File: src/rtl/alu_32bit_with_flags_macros.svh
// assertion macros for the alu pipeline
// no dependencies
`ifndef ALU_32BIT_WITH_FLAGS_MACROS_SVH
`define ALU_32BIT_WITH_FLAGS_MACROS_SVH

// implication checked every cycle outside reset
`define ALU_ASSERT_IMP(label, ante, cons, msg) \
   label: assert property (@(posedge clock) disable iff (reset) (ante) |-> (cons)) \
      else $error(msg);

// implication whose consequent is checked in the cycle after the antecedent
`define ALU_ASSERT_NEXT(label, ante, cons, msg) \
   label: assert property (@(posedge clock) disable iff (reset) (ante) |=> (cons)) \
      else $error(msg);

`endif

File: src/rtl/alu_pkg.sv
// shared types and constants for the 32-bit alu
// no dependencies
package alu_pkg;

   localparam int unsigned WordBits = 32;
   localparam int unsigned StageCount = 32;

   typedef enum logic [3:0] {
      OP_ADD = 4'd0,
      OP_SUB = 4'd1,
      OP_MUL = 4'd2,
      OP_DIV = 4'd3,
      OP_AND = 4'd4,
      OP_OR  = 4'd5,
      OP_XOR = 4'd6,
      OP_NOT = 4'd7,
      OP_SHL = 4'd8,
      OP_SHR = 4'd9,
      OP_ROL = 4'd10,
      OP_ROR = 4'd11,
      OP_CMP = 4'd12
   } op_type;

   // result of one item as it travels down the pipe
   typedef struct packed {
      logic [WordBits-1:0] value;
      logic                carry;
      logic                ovf;
      logic                ok;
   } res_type;

endpackage

File: src/rtl/alu_div.sv
// unsigned restoring divider, one quotient bit per pipeline stage
// depends on alu_pkg
module alu_div (
   input  logic                          clock,
   input  logic                          advance,
   input  logic [alu_pkg::WordBits-1:0]  dividend,
   input  logic [alu_pkg::WordBits-1:0]  divisor,
   output logic [alu_pkg::WordBits-1:0]  quotient
);
   import alu_pkg::*;

   localparam int unsigned W = WordBits;

   logic [W-1:0] rem_ff [W];
   logic [W-1:0] quo_ff [W];
   logic [W-1:0] den_ff [W];
   logic [W-1:0] rem_in [W];
   logic [W-1:0] quo_in [W];
   logic [W-1:0] den_in [W];

   always_comb begin
      logic [W:0]   part_v;
      logic [W:0]   diff_v;
      logic [W-1:0] rem_prev;
      logic [W-1:0] quo_prev;
      for (int s = 0; s < W; s++) begin
         if (s == 0) begin
            rem_prev  = '0;
            quo_prev  = dividend;
            den_in[s] = divisor;
         end else begin
            rem_prev  = rem_ff[s-1];
            quo_prev  = quo_ff[s-1];
            den_in[s] = den_ff[s-1];
         end
         part_v = {rem_prev, quo_prev[W-1]};
         diff_v = part_v - {1'b0, den_in[s]};
         if (!diff_v[W]) begin
            rem_in[s] = diff_v[W-1:0];
            quo_in[s] = {quo_prev[W-2:0], 1'b1};
         end else begin
            rem_in[s] = part_v[W-1:0];
            quo_in[s] = {quo_prev[W-2:0], 1'b0};
         end
      end
   end

   always_ff @(posedge clock) begin
      if (advance) begin
         for (int s = 0; s < W; s++) begin
            rem_ff[s] <= rem_in[s];
            quo_ff[s] <= quo_in[s];
            den_ff[s] <= den_in[s];
         end
      end
   end

   assign quotient = quo_ff[W-1];

endmodule

File: config.mk
export PLATFORM = sky130hd
export DESIGN_NAME = alu_div
export DESIGN_NICKNAME = d
export VERILOG_FILES = /design/src/rtl/alu_32bit_with_flags_macros.svh /design/src/rtl/alu_pkg.sv /design/src/rtl/alu_div.sv
export SDC_FILE = /design/constraint.sdc
export NUM_CORES = 2
export LEC_CHECK = 0
export BUFFER_PORTS_ARGS = -buffer_cell sky130_fd_sc_hd__buf_2
export CORE_MARGIN = 3
export CORE_UTILIZATION = 30
export CTS_CLUSTER_DIAMETER = 100
export DETAILED_ROUTE_END_ITERATION = 8
export SYNTH_ARGS = -nofsm -noshare
export SYNTH_HDL_FRONTEND = slang
export SYNTH_SLANG_ARGS = --single-unit
File: constraint.sdc
create_clock -name clock -period 4.8 [get_ports clock]
set_input_delay 0.96 -clock clock [delete_from_list [all_inputs] [get_ports clock]]
set_output_delay 0.96 -clock clock [all_outputs]
set_load 0.03 [all_outputs]
Yosys cells after proc, flatten, opt, wreduce, memory -nomap -nowiden
Memory sizes are Yosys's and may differ from the RTL's.
Cells that the tools add are included.
{"block": "op_classes", "add_sub_neg": 32, "mux": 66}
{"cell": "32-bit two-way mux", "n": 32}
{"cell": "33-bit by 32-bit subtractor with 33-bit output", "n": 31}
{"cell": "1-bit two-way mux", "n": 34}
{"cell": "1-bit by 32-bit subtractor with 33-bit output", "n": 1}
{"block": "word_totals", "reg_bits": 0, "ram_bits": 3072, "in_bits": 66, "out_inout_bits": 32, "word_cells": 101, "memories": 3}
{"memory": "den_ff", "depth": 32, "word_bits": 32, "rd": 31, "rd_ports_with_merged_regs": 0, "write_ports": 32, "line": "alu_div.sv:16", "source": "logic [W-1:0] den_ff [W];"}
{"memory": "quo_ff", "depth": 32, "word_bits": 32, "rd": 32, "rd_ports_with_merged_regs": 0, "write_ports": 32, "line": "alu_div.sv:15", "source": "logic [W-1:0] quo_ff [W];"}
{"memory": "rem_ff", "depth": 32, "word_bits": 32, "rd": 31, "rd_ports_with_merged_regs": 0, "write_ports": 32, "line": "alu_div.sv:14", "source": "logic [W-1:0] rem_ff [W];"}

Logic depth before layout (Yosys ltp)
{"block": "depth", "depth_word": 2, "depth_mapped": 16, "ltp_nobuf": 15}

Worst setup path after synthesis
Ideal clock, no wire load.
{"block": "synth_timing", "path_kind": "register -> register", "startpoint": "memory den_ff[1][224] (netlist name)", "endpoint": "memory rem_ff[1][260] (netlist name), data pin", "setup_time_ps": 260, "t_arrival_ps": 3510, "required_time_ps": 4540, "slack_ps": 1029, "path_stages_with_launch": 15, "n_path_buf": 1, "synth_period_minus_slack_ps": 3771, "cell_sequence": "edfxtp_1 ha_1 fa_1 nor2b_2 o31ai_2 a221oi_2 a221oi_2 nor4_2 o21ai_2 o31a_2 o211ai_2 a21oi_2 xor2_2 buf_6 mux2_4"}
{"item": "from (decl)", "line": "alu_div.sv:16"}
{"item": "to (decl)", "line": "alu_div.sv:14"}

==> results.ini <==
[run_status]
outcome = finished, final reports clean

[synthesis]
synth_flop_cell = edfxtp_1
yosysTopAreaCellShare = 0.5890
ys_ff_latch = 3008
postSynthCellCount = 11800
synthArstFlopShare = 0
synth_most_common_cell = edfxtp_1
syn_avg_cell_area_sq_um = 13.00
ys_seq_area_frac = 0.5890
synthTopCellsByArea = edfxtp_1, ha_1, mux2_2
synth_largest_area_cell = edfxtp_1
syn_area_sq_mm = 0.1534
synth_warnings = 0
synth_edf_count = 3008
synth_common_cells = edfxtp_1, inv_1, ha_1
synth_cell_type_count = 113

[power_and_ir_drop]
clkPwrFrac = 0.217
p_per_area_mw_per_mm2 = 707.6
p_seq_frac = 0.340
comb_power_share = 0.442
switching_share = 0.3441
p_leak_nw = 69.20
internal_power_mw = 81.08
ir_drop_uv = 472.8
p_sw_mw = 42.53

[critical_path]
endpoint = rem_ff[1][136]
crit_arrival_ns = 5.22
path_class = reg2reg
crit_start = den_ff[1][96]
crit_path_end_kind = register
timing.rr.start = den_ff[1][96]
regToRegEndpoint = rem_ff[1][136]
cp_max_fo = 33
r2r_slack_ns = 0.28
worstPathRequired_ns = 5.50
startpoint_type = register
r2r_cells = 14

[final_layout]
drive_gt1_frac = 0.1255
finish.utilization = 0.3444
nets = 13260
area_growth_pct = 13.89
multiInputGateArea_sq_mm = 0.05749
ff_latch_area_sq_mm = 0.09033
nFillCells = 49060

[clock_network]
cts_resized = 0
clk_pin_slew_ns = 0.06
cts.htree.levels = 5
cts_hold_buf = 0
cts_buffer_depth = 4
postCtsSetupBuffers = 0
cts_buffers = 347
clkSinkCount = 3008
cts_tree = built
cts-root-buf = clkbuf_16
insertion_delay_ns = 0.97

[sta]
fmax_ghz = 0.2210
worst_pin_slew_ns = 0.9964
setup_ws_ns = 0.2752
skew_ns = 0.06501
finalSetupViolations = 0
rsz0062_at_grt = no
finalCritPeriodShare = 0.9427
fin_tns_setup_ns = 0
drv_slew = 0
relSlewSlack = 0.3333
hold_viol = 0
whs_ns = 0.1818
min_period_ns = 4.525

[drt]
wl_per_cell_um = 16.04
first_iter_violations = 4962
vias_per_cell = 4.690
remaining_drc_errors = 0
dr_total_vias = 89890
wl_um = 307500
ant_nets = 0
drtPass1Iterations = 5

[floorplan]
num_io_pins = 98
die_area_sq_mm = 0.5198
dieWidth_um = 721.0
core_area_sq_mm = 0.5072
initial_utilization = 0.3024
die_h_um = 721.0
num_rows = 261

[hold_path]
min_path_type = in2reg

[place]
gp_congestion = 0.8766
place.port_buffers = 97
place_ws_ns = 0.3084
dp.final_hpwl_um = 223700

[job]
maxCapViolCount = 0

[global_routing]
grt-ovfl-total = 0
grt_max_degree = 152
grt_pass1_wl_um = 488900
grt_pass1_vias = 92890
grt_usage = 0.1149
antenna_found_initial = 5

-- metrics by stage --
| stage | std cells | power [mW] | cell area (sq um) |
|---|---|---|---|
| 3_3_place_gp | 18530 | 96.27 | 163100 |
| 3_5_place_dp | 18530 | 97.03 | 163100 |
| 6_report | 19170 | 123.6 | 174700 |
| 2_1_floorplan | 11810 | 83.78 | 153400 |
| 5_1_grt | 19160 | 132.2 | 174700 |
| 4_1_cts | 19160 | 124.9 | 174700 |
-- power groups by stage --
stage | sequential [mW] | clock, mW | combinational [mW]
after floorplan | 40.5 | 0 | 43.2
after global placement | 42.7 | 0 | 53.6
after detailed placement | 42.7 | 0 | 54.3
after CTS | 42.2 | 27.9 | 54.8
after global routing | 42.6 | 29.0 | 60.6
final | 42.1 | 26.9 | 54.7
-- state kept, by name, summed over array words and instances, names as in the netlist --
| signal | count |
|---|---|
| quo_ff | 1024 |
| rem_ff | 992 |
| den_ff | 992 |
-- cells by family after synthesis --
kind of cell    count (synthesis)  share of synthesized area
buf+inv                      1472                    0.03879
fa+ha+maj                    1023                    0.08493
compound gates               2773                     0.1173
mux                           837                    0.06346
other cells                     1                 0.00002445
xor+xnor                      813                    0.04716
simple gates                 1869                    0.05937
flops                        3008                     0.5890
-- worst max-delay path, cell delays in order (launching register included) --
cell and delay, ns:
edfxtp_1 0.40, ha_1 0.24, fa_1 0.42, nor2b_1 0.23
o31ai_2 0.13, a221oi_2 0.37, a221oi_2 0.16, nor4_1 0.53
o21a_2 0.28, a21oi_1 0.13, o311ai_1 0.40, a21oi_2 0.15
xor2_4 0.17, buf_12 0.23, mux2_2 0.37
-- how the worst min path moves through the flow --
stage	start	end	slack, ns	cells past startpoint
5_1_grt	dividend[1]	quo_ff[0][2]	0.08	1
6_report	dividend[1]	quo_ff[0][2]	0.18	1
4_1_cts	dividend[1]	quo_ff[0][2]	0.06	1
3_3_place_gp	quo_ff[1][416]	quo_ff[1][449]	0.40	0
3_5_place_dp	quo_ff[0][100]	quo_ff[0][133]	0.40	0
2_1_floorplan	quo_ff[0][67]	quo_ff[0][100]	0.40	0
-- per-layer routing --
metal,routed length (um),part of all wire,track usage
met5,13,0.000042,0
met1,116200,0.38,0.1181
met2,164200,0.53,0.2235
met4,17130,0.056,0.05961
met3,9883,0.032,0.01627
-- cell type report --
| cell class | count | share of cell area |
|---|---|---|
| sequential | 3008 | 0.5171 |
| multi-input combinational | 7330 | 0.3291 |
| clock buffer | 419 | 0.05211 |
| tap | 6706 | 0.04804 |
| inverter | 1233 | 0.02651 |
| clock inverter | 216 | 0.01404 |
| timing repair buffer | 251 | 0.01299 |
| antenna | 3 | 0.00004298 |
-- layout by cell type, fill, tap and decap left out, types with 108 or more instances in the layout --
master,netlist,layout
nand4_1,108,108
clkbuf_16,0,354
nor2_1,461,461
o21a_1,174,174
nand2b_1,113,113
xor2_1,315,305
o21ai_0,520,520
mux2_2,559,559
a21o_1,474,474
ha_1,993,993
nand3_1,132,132
inv_1,1232,1232
mux2_1,108,108
nor2b_1,131,131
edfxtp_1,3008,3008
a21oi_1,827,827
nand2_1,534,534
xnor2_1,486,483
(Power assumes the default switching activity.)
